==> config.mk <==
export PLATFORM = sky130hd
export DESIGN_NAME = flash_image_writer_crc
export DESIGN_NICKNAME = d
export VERILOG_FILES = /design/src/hdl/fiw_pkg.sv /design/src/hdl/fiw_ctrl.sv /design/src/hdl/fiw_dpath.sv /design/src/hdl/flash_image_writer_crc.sv
export VERILOG_INCLUDE_DIRS = /design/src /design/src/hdl
export SDC_FILE = /design/constraint.sdc
export NUM_CORES = 1
export LEC_CHECK = 0
export ABC_AREA = 0
export BUFFER_PORTS_ARGS = -buffer_cell sky130_fd_sc_hd__buf_2
export CORE_ASPECT_RATIO = 1.4
export CORE_MARGIN = 8
export CORE_UTILIZATION = 50
export CTS_CLUSTER_DIAMETER = 100
export CTS_CLUSTER_SIZE = 25
export DETAILED_ROUTE_END_ITERATION = 7
export PLACE_DENSITY = 0.73
export RECOVER_POWER = 50
export SETUP_SLACK_MARGIN = 0.1
export SLEW_MARGIN = 20
export SYNTH_ARGS = -nofsm -noshare
export SYNTH_HDL_FRONTEND = slang
export SYNTH_SLANG_ARGS = --single-unit
==> constraint.sdc <==
create_clock -name clk -period 7.15 [get_ports clk]
set_input_delay 0.715 -clock clk [delete_from_list [all_inputs] [get_ports clk]]
set_output_delay 0.715 -clock clk [all_outputs]
set_load 0.005 [all_outputs]
==> src/hdl/assert_macros.svh <==
// ----------------------------------------------------------------------------
// Assertion macros
// Shared concurrent assertion helpers; empty when SYNTHESIS is defined.
// ----------------------------------------------------------------------------
`ifndef ASSERT_MACROS_SVH
`define ASSERT_MACROS_SVH

`ifndef SYNTHESIS

// Antecedent true implies consequent true in the same cycle.
`define ASSERT_SAME(label, clock, resetn, ante, cons) \
    label: assert property (@(posedge clock) disable iff (!resetn) (ante) |-> (cons)) \
        else $error("same-cycle assertion failed");

// Antecedent true implies consequent true in the next cycle.
`define ASSERT_NEXT(label, clock, resetn, ante, cons) \
    label: assert property (@(posedge clock) disable iff (!resetn) (ante) |=> (cons)) \
        else $error("next-cycle assertion failed");

`else

`define ASSERT_SAME(label, clock, resetn, ante, cons)
`define ASSERT_NEXT(label, clock, resetn, ante, cons)

`endif

`endif

==> src/hdl/fiw_pkg.sv <==
// ----------------------------------------------------------------------------
// Flash image writer package
// Widths, codes, transfer payload types and the CRC-32 byte update.
// ----------------------------------------------------------------------------
`timescale 1ns / 1ps

package fiw_pkg;

    localparam int SIZE_W  = 25;
    localparam int UNIT_W  = 17;
    localparam int WORD_W  = 32;
    localparam int BYTE_W  = 8;
    localparam int CNT_W   = $clog2(SIZE_W);
    localparam int INDEX_W = 2;

    localparam logic [WORD_W-1:0] CRC_POLY = 32'hEDB8_8320;
    localparam logic [WORD_W-1:0] CRC_XOR  = 32'hFFFF_FFFF;

    localparam logic [1:0] MODE_BEGIN = 2'd0;
    localparam logic [1:0] MODE_DATA  = 2'd1;
    localparam logic [1:0] MODE_END   = 2'd2;

    localparam logic [2:0] ST_OK    = 3'd0;
    localparam logic [2:0] ST_ARGS  = 3'd1;
    localparam logic [2:0] ST_RANGE = 3'd2;
    localparam logic [2:0] ST_ORDER = 3'd3;
    localparam logic [2:0] ST_IO    = 3'd4;

    localparam logic [1:0] OP_NONE   = 2'd0;
    localparam logic [1:0] OP_ERASE  = 2'd1;
    localparam logic [1:0] OP_WRITE  = 2'd2;
    localparam logic [1:0] OP_HEADER = 2'd3;

    localparam logic [INDEX_W-1:0] REG_FLASH_SIZE  = 2'd0;
    localparam logic [INDEX_W-1:0] REG_SECTOR_SIZE = 2'd1;
    localparam logic [INDEX_W-1:0] REG_MAGIC       = 2'd2;

    localparam logic [SIZE_W-1:0] FLASH_SIZE_RST  = 25'd4194304;
    localparam logic [UNIT_W-1:0] SECTOR_SIZE_RST = 17'd4096;

    typedef struct packed {
        logic [1:0]        mode;
        logic [SIZE_W-1:0] image_size;
        logic [BYTE_W-1:0] data_byte;
        logic              io_failed;
    } item_t;

    typedef struct packed {
        logic [2:0]        status;
        logic [1:0]        flash_op;
        logic [SIZE_W-1:0] flash_address;
        logic [SIZE_W-1:0] erase_length;
        logic [BYTE_W-1:0] write_byte;
        logic [WORD_W-1:0] header_magic;
        logic [SIZE_W-1:0] header_size;
        logic [WORD_W-1:0] header_crc;
    } result_t;

    typedef struct packed {
        logic load;
        logic div_step;
        logic finish;
    } dp_cmd_t;

    typedef struct packed {
        logic need_div;
        logic div_last;
    } dp_status_t;

    typedef enum logic [1:0] {
        S_IDLE,
        S_DIVIDE,
        S_FINISH
    } ctrl_state_t;

    // Reflected CRC-32 update of one byte, zlib convention.
    function automatic logic [WORD_W-1:0] crc_byte(input logic [WORD_W-1:0] crc,
                                                   input logic [BYTE_W-1:0] b);
        logic [WORD_W-1:0] c;
        c = (crc ^ CRC_XOR) ^ {{(WORD_W-BYTE_W){1'b0}}, b};
        for (int k = 0; k < BYTE_W; k++)
        begin
            c = (c >> 1) ^ (c[0] ? CRC_POLY : '0);
        end
        return c ^ CRC_XOR;
    endfunction

endpackage

==> src/hdl/fiw_ctrl.sv <==
// ----------------------------------------------------------------------------
// Flash image writer controller
// Handshake control and sequencing of the remainder division for begin items.
// ----------------------------------------------------------------------------
`timescale 1ns / 1ps

module fiw_ctrl
(
    input  logic               clk,
    input  logic               rst_n,
    input  logic               item_valid,
    output logic               item_ready,
    output logic               result_valid,
    input  logic               result_ready,
    output fiw_pkg::dp_cmd_t   cmd,
    input  fiw_pkg::dp_status_t stat
);

    fiw_pkg::ctrl_state_t state_reg;
    fiw_pkg::ctrl_state_t state_next;
    logic                 valid_reg;
    logic                 valid_next;
    logic                 accept;

    always_ff @(posedge clk or negedge rst_n)
    begin
        if (!rst_n)
        begin
            state_reg <= fiw_pkg::S_IDLE;
            valid_reg <= 1'b0;
        end
        else
        begin
            state_reg <= state_next;
            valid_reg <= valid_next;
        end
    end

    always_comb
    begin
        state_next   = state_reg;
        valid_next   = valid_reg && !result_ready;
        cmd          = '0;
        item_ready   = 1'b0;
        accept       = 1'b0;
        case (state_reg)
            fiw_pkg::S_IDLE:
            begin
                item_ready = !valid_reg || result_ready;
                accept     = item_ready && item_valid;
                cmd.load   = accept;
                if (accept)
                begin
                    if (stat.need_div)
                    begin
                        state_next = fiw_pkg::S_DIVIDE;
                    end
                    else
                    begin
                        valid_next = 1'b1;
                    end
                end
            end
            fiw_pkg::S_DIVIDE:
            begin
                cmd.div_step = 1'b1;
                if (stat.div_last)
                begin
                    state_next = fiw_pkg::S_FINISH;
                end
            end
            fiw_pkg::S_FINISH:
            begin
                cmd.finish = 1'b1;
                valid_next = 1'b1;
                state_next = fiw_pkg::S_IDLE;
            end
            default:
            begin
                state_next = fiw_pkg::S_IDLE;
            end
        endcase
    end

    assign result_valid = valid_reg;

endmodule

==> src/hdl/fiw_dpath.sv <==
// ----------------------------------------------------------------------------
// Flash image writer datapath
// Configuration and writer state, remainder divider, CRC and result register.
// ----------------------------------------------------------------------------
`timescale 1ns / 1ps

module fiw_dpath
(
    input  logic                              clk,
    input  logic                              rst_n,
    input  fiw_pkg::item_t                    item,
    input  logic                              wr_en,
    input  logic [fiw_pkg::INDEX_W-1:0]       wr_index,
    input  logic [fiw_pkg::WORD_W-1:0]        wr_data,
    input  fiw_pkg::dp_cmd_t                  cmd,
    output fiw_pkg::dp_status_t               stat,
    output fiw_pkg::result_t                  result
);

    logic [fiw_pkg::SIZE_W-1:0] flash_size_reg;
    logic [fiw_pkg::UNIT_W-1:0] sector_size_reg;
    logic [fiw_pkg::WORD_W-1:0] magic_reg;

    logic                       is_open_reg,       is_open_next;
    logic [fiw_pkg::SIZE_W-1:0] declared_size_reg, declared_size_next;
    logic [fiw_pkg::SIZE_W-1:0] written_count_reg, written_count_next;
    logic [fiw_pkg::WORD_W-1:0] running_crc_reg,   running_crc_next;

    logic [fiw_pkg::SIZE_W-1:0] size_reg, size_next;
    logic                       fail_reg, fail_next;
    logic [fiw_pkg::UNIT_W-1:0] rem_reg,  rem_next;
    logic [fiw_pkg::CNT_W-1:0]  cnt_reg,  cnt_next;
    fiw_pkg::result_t           result_reg, result_next;

    fiw_pkg::result_t           imm;
    fiw_pkg::result_t           fin;
    logic                       args_bad;
    logic                       need_div;
    logic [fiw_pkg::UNIT_W:0]   trial;
    logic [fiw_pkg::SIZE_W:0]   len_rnd;
    logic [fiw_pkg::SIZE_W-1:0] room;
    logic [fiw_pkg::SIZE_W:0]   len_total;
    logic [fiw_pkg::SIZE_W-1:0] unit_ext;

    always_ff @(posedge clk or negedge rst_n)
    begin
        if (!rst_n)
        begin
            flash_size_reg    <= fiw_pkg::FLASH_SIZE_RST;
            sector_size_reg   <= fiw_pkg::SECTOR_SIZE_RST;
            magic_reg         <= '0;
            is_open_reg       <= 1'b0;
            declared_size_reg <= '0;
            written_count_reg <= '0;
            running_crc_reg   <= '0;
        end
        else
        begin
            if (wr_en && wr_index == fiw_pkg::REG_FLASH_SIZE)
            begin
                flash_size_reg <= wr_data[fiw_pkg::SIZE_W-1:0];
            end
            if (wr_en && wr_index == fiw_pkg::REG_SECTOR_SIZE)
            begin
                sector_size_reg <= wr_data[fiw_pkg::UNIT_W-1:0];
            end
            if (wr_en && wr_index == fiw_pkg::REG_MAGIC)
            begin
                magic_reg <= wr_data;
            end
            is_open_reg       <= is_open_next;
            declared_size_reg <= declared_size_next;
            written_count_reg <= written_count_next;
            running_crc_reg   <= running_crc_next;
        end
    end

    always_ff @(posedge clk)
    begin
        size_reg   <= size_next;
        fail_reg   <= fail_next;
        rem_reg    <= rem_next;
        cnt_reg    <= cnt_next;
        result_reg <= result_next;
    end

    assign unit_ext = {{(fiw_pkg::SIZE_W-fiw_pkg::UNIT_W){1'b0}}, sector_size_reg};
    assign args_bad = (sector_size_reg == '0) || (flash_size_reg < unit_ext)
                      || (item.image_size == '0);

    // Restoring division step; only the remainder is kept.
    assign trial = {rem_reg, size_reg[cnt_reg]};

    // Round up to whole sectors, then add the header sector.
    assign len_rnd   = (rem_reg == '0) ? {1'b0, size_reg}
                     : {1'b0, size_reg} + {1'b0, unit_ext}
                       - {{(fiw_pkg::SIZE_W+1-fiw_pkg::UNIT_W){1'b0}}, rem_reg};
    assign room      = flash_size_reg - unit_ext;
    assign len_total = len_rnd + {1'b0, unit_ext};

    always_comb
    begin
        is_open_next       = is_open_reg;
        declared_size_next = declared_size_reg;
        written_count_next = written_count_reg;
        running_crc_next   = running_crc_reg;
        size_next          = size_reg;
        fail_next          = fail_reg;
        rem_next           = rem_reg;
        cnt_next           = cnt_reg;
        result_next        = result_reg;
        imm                = '0;
        fin                = '0;
        need_div           = 1'b0;

        case (item.mode)
            fiw_pkg::MODE_BEGIN:
            begin
                if (args_bad)
                begin
                    imm.status = fiw_pkg::ST_ARGS;
                end
                else
                begin
                    need_div = 1'b1;
                end
            end
            fiw_pkg::MODE_DATA:
            begin
                if (!is_open_reg)
                begin
                    imm.status = fiw_pkg::ST_ORDER;
                end
                else if (written_count_reg >= declared_size_reg)
                begin
                    imm.status = fiw_pkg::ST_RANGE;
                end
                else
                begin
                    imm.flash_op      = fiw_pkg::OP_WRITE;
                    imm.flash_address = unit_ext + written_count_reg;
                    imm.write_byte    = item.data_byte;
                    imm.status        = item.io_failed ? fiw_pkg::ST_IO : fiw_pkg::ST_OK;
                end
            end
            fiw_pkg::MODE_END:
            begin
                if (!is_open_reg || written_count_reg != declared_size_reg)
                begin
                    imm.status = fiw_pkg::ST_ORDER;
                end
                else
                begin
                    imm.flash_op     = fiw_pkg::OP_HEADER;
                    imm.header_magic = magic_reg;
                    imm.header_size  = declared_size_reg;
                    imm.header_crc   = running_crc_reg;
                    imm.status       = item.io_failed ? fiw_pkg::ST_IO : fiw_pkg::ST_OK;
                end
            end
            default:
            begin
                imm.status = fiw_pkg::ST_ARGS;
            end
        endcase

        if (len_rnd > {1'b0, room})
        begin
            fin.status = fiw_pkg::ST_RANGE;
        end
        else
        begin
            fin.flash_op     = fiw_pkg::OP_ERASE;
            fin.erase_length = len_total[fiw_pkg::SIZE_W-1:0];
            fin.status       = fail_reg ? fiw_pkg::ST_IO : fiw_pkg::ST_OK;
        end

        if (cmd.load)
        begin
            if (need_div)
            begin
                size_next = item.image_size;
                fail_next = item.io_failed;
                rem_next  = '0;
                cnt_next  = fiw_pkg::CNT_W'(fiw_pkg::SIZE_W - 1);
            end
            else
            begin
                result_next = imm;
                if (item.mode == fiw_pkg::MODE_DATA && imm.flash_op == fiw_pkg::OP_WRITE
                    && !item.io_failed)
                begin
                    running_crc_next   = fiw_pkg::crc_byte(running_crc_reg, item.data_byte);
                    written_count_next = written_count_reg + 1'b1;
                end
                if (item.mode == fiw_pkg::MODE_END)
                begin
                    is_open_next = 1'b0;
                end
            end
        end

        if (cmd.div_step)
        begin
            if (trial >= {1'b0, sector_size_reg})
            begin
                rem_next = fiw_pkg::UNIT_W'(trial - {1'b0, sector_size_reg});
            end
            else
            begin
                rem_next = trial[fiw_pkg::UNIT_W-1:0];
            end
            cnt_next = cnt_reg - 1'b1;
        end

        if (cmd.finish)
        begin
            result_next = fin;
            if (fin.flash_op == fiw_pkg::OP_ERASE)
            begin
                is_open_next       = !fail_reg;
                declared_size_next = fail_reg ? '0 : size_reg;
                written_count_next = '0;
                running_crc_next   = '0;
            end
        end
    end

    assign stat.need_div = need_div;
    assign stat.div_last = (cnt_reg == '0);
    assign result        = result_reg;

endmodule

==> src/hdl/flash_image_writer_crc.sv <==
// ----------------------------------------------------------------------------
// Flash image writer with CRC-32
// Sequences the erase, byte writes and header write of one image in a flash
// partition, keeping a reflected CRC-32 of the image bytes.
// ----------------------------------------------------------------------------
//
//  Channel   Handshake                      Payload
//  -------   ----------------------------   ------------------------------
//  item      item_valid / item_ready        item   (fiw_pkg::item_t)
//  result    result_valid / result_ready    result (fiw_pkg::result_t)
//  config    wr_en (no wait)                wr_index, wr_data
//
// Data bytes, end items, rejected begin items and mode 3 items are answered
// directly. A valid begin item is captured, then runs the remainder division
// by the erase sector size (one bit per cycle, 18-bit subtractor), then is
// rounded, range-checked and turned into the erase. A new item is taken in the
// cycle its predecessor's result transfer completes; a stalled result holds
// off further items. Reset is asynchronous and active low.
// ----------------------------------------------------------------------------
`timescale 1ns / 1ps
`include "assert_macros.svh"

module flash_image_writer_crc
(
    input  logic                          clk,
    input  logic                          rst_n,
    input  logic                          item_valid,
    output logic                          item_ready,
    input  fiw_pkg::item_t                item,
    output logic                          result_valid,
    input  logic                          result_ready,
    output fiw_pkg::result_t              result,
    input  logic                          wr_en,
    input  logic [fiw_pkg::INDEX_W-1:0]   wr_index,
    input  logic [fiw_pkg::WORD_W-1:0]    wr_data
);

    // Commands from the controller and status back from the datapath.
    fiw_pkg::dp_cmd_t    cmd;
    fiw_pkg::dp_status_t stat;

    // The controller owns the handshakes and the begin sequencing.
    fiw_ctrl u_ctrl
    (
        .clk          (clk),
        .rst_n        (rst_n),
        .item_valid   (item_valid),
        .item_ready   (item_ready),
        .result_valid (result_valid),
        .result_ready (result_ready),
        .cmd          (cmd),
        .stat         (stat)
    );

    // The datapath holds configuration, writer state and the result register.
    fiw_dpath u_dpath
    (
        .clk      (clk),
        .rst_n    (rst_n),
        .item     (item),
        .wr_en    (wr_en),
        .wr_index (wr_index),
        .wr_data  (wr_data),
        .cmd      (cmd),
        .stat     (stat),
        .result   (result)
    );

    // A result that commands no flash operation is never reported as success.
    `ASSERT_SAME(a_noop_not_ok, clk, rst_n,
        result_valid && result.flash_op == fiw_pkg::OP_NONE,
        result.status != fiw_pkg::ST_OK)

    // The erase length only travels with an erase command.
    `ASSERT_SAME(a_len_only_erase, clk, rst_n,
        result_valid && result.flash_op != fiw_pkg::OP_ERASE,
        result.erase_length == '0)

    // While the divider runs, no earlier result may still be waiting.
    `ASSERT_SAME(a_div_no_result, clk, rst_n, cmd.div_step, !result_valid && !item_ready)

    // Finishing a begin item always presents a result on the next cycle.
    `ASSERT_NEXT(a_finish_valid, clk, rst_n, cmd.finish, result_valid)

endmodule
==> results of run 1 <==
==> area by class of cell <==
cell class	count	share of cell area [%]
Tap cell	540	2.95
Clock inverter	3	0.147
Clock buffer	27	2.11
Sequential cell	360	38.3
Inverter	142	2.32
Timing Repair Buffer	256	5.23
Multi-Input combinational cell	1467	48.9
==> critical path: cells and delay by family, from the launching register on <==
kind / cells / cell delay (ps)
AOI/OAI and AO/OA: 12 / 2990
xor gates and xnor gates: 1 / 80
adders and majority gates: 3 / 1440
buffers and inverters: 2 / 320
DFF: 1 / 540
and+or+nand+nor: 4 / 890
==> placed cells by master, fill, tap and decap left out, types with 33 or more instances in the layout <==
cell,netlist,final
edfxtp_1,78,78
nand2_1,127,127
a22o_1,103,103
clkbuf_1,46,153
nand3_1,48,48
ha_1,149,149
buf_2,25,87
a21oi_1,101,101
a21o_1,44,44
o21ai_0,77,77
mux2i_1,33,33
nand2b_1,43,43
nor2_1,126,125
dfrtp_1,158,158
nor3_1,42,41
xor2_1,45,45
dfxtp_1,122,122
inv_1,142,142
xnor2_1,135,135
a211oi_1,36,36
mux2_2,75,75
==> cells in the mapped netlist (5+ instances only) <==
master	count	area [µm²]
ha_1	149	1860
nor2_1	126	473
a21o_1	44	330
nor3b_1	6	45.0
xor2_1	45	394
o21bai_1	10	75.1
and4_1	5	43.8
dfxtp_1	122	2440
a211oi_1	36	270
a21oi_1	101	505
dfrtp_1	158	3950
nand3b_1	7	52.6
a31oi_1	9	56.3
nand4_1	20	125
xnor2_1	135	1180
o211ai_1	6	45.0
or4_1	5	37.5
nand3_1	48	240
clkbuf_1	46	173
and2_1	9	56.3
nor3_1	42	210
o31ai_1	10	75.1
inv_1	142	533
mux2_2	75	845
or3_1	19	119
nand2b_1	43	269
and3_1	17	106
nand2_1	127	477
mux4_2	7	158
buf_2	25	125
nor4_2	10	125
mux2i_1	33	330
nor4_1	20	125
nor2b_1	18	113
o21a_1	24	180
edfxtp_1	78	2340
fa_1	21	420
a22o_1	103	902
o21ai_0	77	385
==> power by group through the flow <==
stage | Sequential, mW | Combinational, mW | Clock, mW
after floorplan | 2.69 | 4.45 | 0
after global placement | 2.80 | 5.92 | 0
after detailed placement | 2.82 | 5.99 | 0
after CTS | 2.77 | 6.05 | 1.20
after global routing | 2.81 | 6.70 | 1.27
final | 2.78 | 6.11 | 1.18
==> final timing paths <==
check | from | to | slack (ps) | depth (start not counted)
max | u_dpath.sector_size_reg[1]$_DFFE_PN0P_ | u_dpath.result[121]$_DFFE_PP_ | 680 | 22
min | item[30] | u_dpath.size_reg[21]$_DFFE_PP_ | 360 | 1
max reg2reg | u_dpath.sector_size_reg[1]$_DFFE_PN0P_ | u_dpath.result[121]$_DFFE_PP_ | 680 | 22
min reg2reg | u_dpath.result[127]$_SDFFE_PP0P_ | u_dpath.result[127]$_SDFFE_PP0P_ | 470 | 2
max in group asynchronous | rst_n | u_dpath.flash_size_reg[19]$_DFFE_PN0P_ | 1370 | 2
min in group asynchronous | rst_n | u_dpath.declared_size_reg[21]$_DFFE_PN0P_ | 1930 | 1
==> metrics by stage <==
stage	cells	setup WS, ps	instance area [µm²]	power [mW]
2_1_floorplan	2043	1750	20800	7.14
3_3_place_gp	2763	850	22600	8.73
3_5_place_dp	2764	794	22600	8.81
4_1_cts	2794	694	23100	10.0
5_1_grt	2795	244	22900	10.8
6_report	2795	676	22900	10.1
==> cells by family after synthesis <==
kind of cell	count (synthesis)	share of synthesized area [%]
adder cells (fa/ha/maj)	171	11.0
AND/OR/NAND/NOR	533	13.0
XOR/XNOR	180	7.58
AO/OA/AOI/OAI	468	15.7
multiplexers	115	6.41
buffers and inverters	216	4.05
flip-flops	360	42.3
==> routing by layer <==
metal	wire length, µm	vias up
met1	23900	8191
met4	3110	0
met5	0	-
met2	31500	519
met3	3060	131
li1	-	7725
==> summary.txt, run 1 <==
Core footprint: 41,200 µm²
Antenna Cells: 0
Tcrit/Tclk final: 90.5%
Vias in the first global route: 16,700
Final count of pins violating max slew: 222
Worst Path Max Fanout: 8
Standby leakage power: 9.76 nW
Fillers: 3,703
Count of flip-flops with a built-in enable after synthesis: 78
Pin count of the biggest net entering global routing: 88
Number of port buffers: 228
Worst setup SP type: register
Post-Syn Area per Cell: 10.2 µm²
Number of core rows: 88
Post-Route Skew: 36.9 ps
Setup Viol. Count Final: 0
Number of vias per cell after detailed routing: 5.93
First-pass iteration count of the detailed router: 5
Most used cell along the critical path: a21oi_1
Slowest-stage cell, CP: o41ai_1
Most Crowded Layer GR: met2
Part of the total power dissipated in combinational logic: 60.7%
Worst path required time: 7510 ps
Peak VDD IR: 349 µV
CTS-repair resized insts: 0
Proportion of synthesized chip area in sequential cells: 42.3%
Clock root buffer: clkbuf_16
Number of antenna-violating nets in the routed design: 0
Sw Pwr: 4.62 mW
Met1 track utilization from global routing: 28.6%
Hold WC Path Type: in -> reg
Post-cts hold buffer count: 0
Fraction of the core area covered by cells at the end of the flow: 55.7%
Sum of negative setup slack: 0 ps
Flip-flop and latch count after synthesis: 360
DRC violations left: 0
RSZ-0062 raised after global routing: no
Detailed placement HPWL: 47,900 µm
Syn Nets: 2,288
Number of clock buffers inserted by TritonCTS: 18
Switching Fraction: 45.9%
Largest register FFs: 152
Clk slew on worst S/H paths: 110 ps
Remaining max-slew budget at the tightest pin: -231%
Upper clock frequency limit: 0.154 GHz
Endpoint arrival time on the critical path: 6840 ps
Transition time of the tightest slew-check pin: 4960 ps
Share of flip-flops with an asynchronous set or reset after synthesis: 44.4%
Die Width: 188 µm
Storage element area: 8790 µm²
Met3 layer usage reported by global route: 2.95%
Combined area of the multi-input logic cells: 11,200 µm²
Count of buffers added by post-CTS timing repair for setup: 0
Area of the die: 48,500 µm²
Violation count after the first detailed-route iteration: 1,248
Power per standard cell area: 439 nW/µm²
CTS sink count: 360
I/O pin count: 229
Number of antenna violations at the first check in global routing: 0
Weighted congestion reported at the end of routability-driven placement: 0.953
Sequential cell fraction of total power: 27.6%
Warnings from Yosys: 0
Total via count in the routed design: 16,600
Cell internal power dissipation: 5.44 mW
Outcome: finished with violations
Global-route total usage across every layer: 24.6%
H-tree Lvls: 1
Total Nets Final: 2,490
Clock tree from TritonCTS: done
Clock power frac: 11.7%
Height of the chip: 257 µm
Initial standard-cell utilization of the core: 50.5%
Synthesized area: 20,800 µm²
Max Cap Violations: 4
Met2 track demand over resource in global routing: 44.2%
Clock latency reported for the late side of the worst-skew pair: 560 ps
First-pass GRT wire length: 94,900 µm
Post-synth cell types: 73
Hold_ws: 362 ps
Area growth from synthesis to final layout: 10.3%
Critical Path, Cell by Cell: inv_1, fa_1, inv_1, fa_1, a211o_1, o211ai_1, a21oi_1, a21oi_1, o21bai_1, a21oi_1, xor2_1, o21ai_0, ha_1, and3_1, o2111ai_1, a41oi_1, o21a_1, o31a_1, o41ai_1, nor4b_1, and4_1, nor3_1
Crit path time final: 6470 ps
Layout cells sized above 1: 10.8%
Nature of the critical path endpoint: register
Wire per inst: 22.0 µm
Sum of overflow across all layers after global routing: 0
Slowest Stage Delay on Critical Path: 550 ps
Number of buffers on the longest clock path: 3
Total Wirelength: 61,600 µm
Hold violation total from the final report: 0
Failing checks: capacitance limit, slew limit
Primary FF master, synth: dfrtp_1
Type of the setup path with the least slack: reg -> reg
Post-Synthesis Cells: 2,043
Power figures use the tool's default switching activity.
==> inputs of run 2 (changes only) <==
- clock period: 7.15 -> 8.3 ns (I/O delays scaled with it)
==> summary.txt, run 2 (synthesis results as in run 1) <==
Highest metal layer with signal wires: met4
Critical Path, Cell by Cell: inv_1, fa_1, inv_1, ha_1, a211oi_1, o21a_1, o21ai_0, a21o_1, a21oi_1, nor2b_1, o21a_1, o311ai_0, o21ai_0, ha_1, a21o_1, nand3_1, a21oi_1, nor4_1, o2bb2ai_1, maj3_1, a31oi_1, o21a_4, buf_4, a211oi_1
Post-Route Skew: 25.5 ps (-11.3 ps)
Hold WC Path Type: reg -> reg
Wl on met1: 23,500 µm (-1.6%)
Type of the setup path with the least slack: reg -> reg
CTS sink count: 360 (unchanged)
Standby leakage power: 9.78 nW (+0.25%)
Reg2Reg Depth: 24 (+9.1%)
Fraction of the core area covered by cells at the end of the flow: 55.5% (-0.18 points)
Slowest Stage Delay on Critical Path: 790 ps (+240 ps)
Upper clock frequency limit: 0.145 GHz (-6.3%)
Worst setup SP type: register
Power per standard cell area: 381 nW/µm² (-13%)
Detailed placement HPWL: 47,500 µm (-0.84%)
Number of antenna violations at the first check in global routing: 1 (+1)
Clock root buffer: clkbuf_16
Failing checks: capacitance limit, slew limit
Final count of pins violating max slew: 196 (-12%)
Clk slew on worst S/H paths: 110 ps (about the same)
Transition time of the tightest slew-check pin: 4880 ps (-75.7 ps)
Post-cts hold buffer count: 0 (unchanged)
Violation count after the first detailed-route iteration: 1,109 (-11%)
Wire per inst: 22.0 µm (-0.23%)
Crit path time final: 6910 ps (+438 ps)
I/O pin count: 229 (unchanged)
Wire length on met3: 2770 µm (-9.6%)
Area of the die: 48,500 µm² (unchanged)
RSZ-0062 raised after global routing: no
Height of the chip: 257 µm (unchanged)
Vias in the first global route: 16,600 (-0.65%)
Core footprint: 41,200 µm² (unchanged)
Top library cells by usage in the layout, fill and taps aside: 158 x dfrtp_1, 149 x ha_1, 142 x inv_1
H-tree Lvls: 1 (unchanged)
Max Cap Violations: 3 (-1)
Slowest-stage cell, CP: o21a_4
Pin count of the biggest net entering global routing: 87 (-1.1%)
Worst Path Max Fanout: 65 (+57)
Total via count in the routed design: 16,400 (-1.1%)
Initial standard-cell utilization of the core: 50.5% (unchanged)
Setup Viol. Count Final: 0 (unchanged)
Outcome: finished with violations
Antenna Cells: 0 (unchanged)
Storage element area: 8790 µm² (unchanged)
Sum of overflow across all layers after global routing: 0 (unchanged)
Endpoint arrival time on the critical path: 7280 ps (+440 ps)
Global-route total usage across every layer: 24.7% (+0.093 points)
Remaining max-slew budget at the tightest pin: -226% (+5.0 points)
Area growth from synthesis to final layout: 9.91%
Fillers: 3,721 (+0.49%)
Tcrit/Tclk final: 83.3% (-7.3 points)
Hold depth: 2 (+1)
Layout cells sized above 1: 11.6% (+0.76 points)
First-pass GRT wire length: 95,200 µm (+0.32%)
Number of vias per cell after detailed routing: 5.88 (-0.73%)
Number of port buffers: 228 (unchanged)
Most common cell after layout, fill and taps aside: dfrtp_1
Worst path required time: 8670 ps (+1160 ps)
Clock tree from TritonCTS: done
Number of clock buffers inserted by TritonCTS: 18 (unchanged)
First-pass iteration count of the detailed router: 5 (unchanged)
Sum of negative setup slack: 0 ps (unchanged)
Number of core rows: 88 (unchanged)
Largest register FFs: 152 (unchanged)
CTS-repair resized insts: 0 (unchanged)
Combined area of the multi-input logic cells: 11,200 µm² (about the same)
Peak VDD IR: 312 µV (-11%)
Number of buffers on the longest clock path: 3 (unchanged)
Nature of the critical path endpoint: register
Count of buffers added by post-CTS timing repair for setup: 0 (unchanged)
Total Wirelength: 61,200 µm (-0.59%)
Clock latency reported for the late side of the worst-skew pair: 550 ps (about the same)
Die Width: 188 µm (unchanged)
Met2 wire length: 31,500 µm (about the same)
DRC violations left: 0 (unchanged)
Total Nets Final: 2,478 (-0.48%)
Number of antenna-violating nets in the routed design: 0 (unchanged)
Weighted congestion reported at the end of routability-driven placement: 0.931 (-2.3%)
Hold violation total from the final report: 0 (unchanged)
[run 2: changes by cell type in the layout (fill, tap and decap cells not counted), sizes merged]
cell,change
clkbuf,-24
buf,+15
clkinv,-1
[run 2: layer usage]
layer / GRT usage, % / vias up
li1: - / 7724
met1: 28.2 / 8021
met2: 44.7 / 492
met3: 2.80 / 150
met4: 12.5 / 0
met5: 0 / -
[run 2: critical path: cells and delay by family, from the launching register on]
| family | cells | cell delay (ps) |
|---|---|---|
| buffers and inverters | 3 | 730 |
| DFF | 1 | 530 |
| adders and majority gates | 4 | 1650 |
| and+or+nand+nor | 3 | 360 |
| AOI/OAI and AO/OA | 14 | 3400 |
[run 2: layout make-up]
| type | instances | share of cell area, % |
|---|---|---|
| clock inverters | 2 | 0.0766 |
| inverters | 142 | 2.33 |
| clock buffers | 30 | 2.26 |
| repair buffers | 244 | 4.84 |
| flip-flops and latches | 360 | 38.5 |
| multi-input cells | 1467 | 49.1 |
| well taps | 540 | 2.96 |
[run 2: path summary, 6_finish.rpt]
| path | start | end | slack, ps |
|---|---|---|---|
| setup reg to reg | u_dpath.sector_size_reg[1]$_DFFE_PN0P_ | u_dpath.running_crc_reg[2]$_DFF_PN0_ | 1390 |
| setup / recovery | u_dpath.sector_size_reg[1]$_DFFE_PN0P_ | u_dpath.running_crc_reg[2]$_DFF_PN0_ | 1390 |
| hold / removal | u_dpath.result[144]$_SDFFE_PP0P_ | u_dpath.result[144]$_SDFFE_PP0P_ | 460 |
| hold reg to reg | u_dpath.result[144]$_SDFFE_PP0P_ | u_dpath.result[144]$_SDFFE_PP0P_ | 460 |
| max in group asynchronous | rst_n | u_dpath.sector_size_reg[10]$_DFFE_PN0P_ | 2420 |
| min in group asynchronous | rst_n | u_dpath.declared_size_reg[21]$_DFFE_PN0P_ | 2040 |
[run 2: through the flow]
stage	power [mW]	area [µm²]	setup slack [ps]	cells	hold WS, ps
finish	8.71	22900	1390	2785	465
global route	9.34	22900	853	2785	471
CTS	8.70	23000	1410	2785	378
detailed placement	7.65	22500	1450	2753	440
global placement	7.55	22500	1560	2753	438
floorplan	6.15	20800	2900	2043	449
[run 2: report_power, final]
part	internal [mW]	switching, mW	leakage (nW)
logic	2.15	3.12	5.74
clock network	0.437	0.585	0.256
registers	2.11	0.305	3.78
total	4.70	4.01	9.78
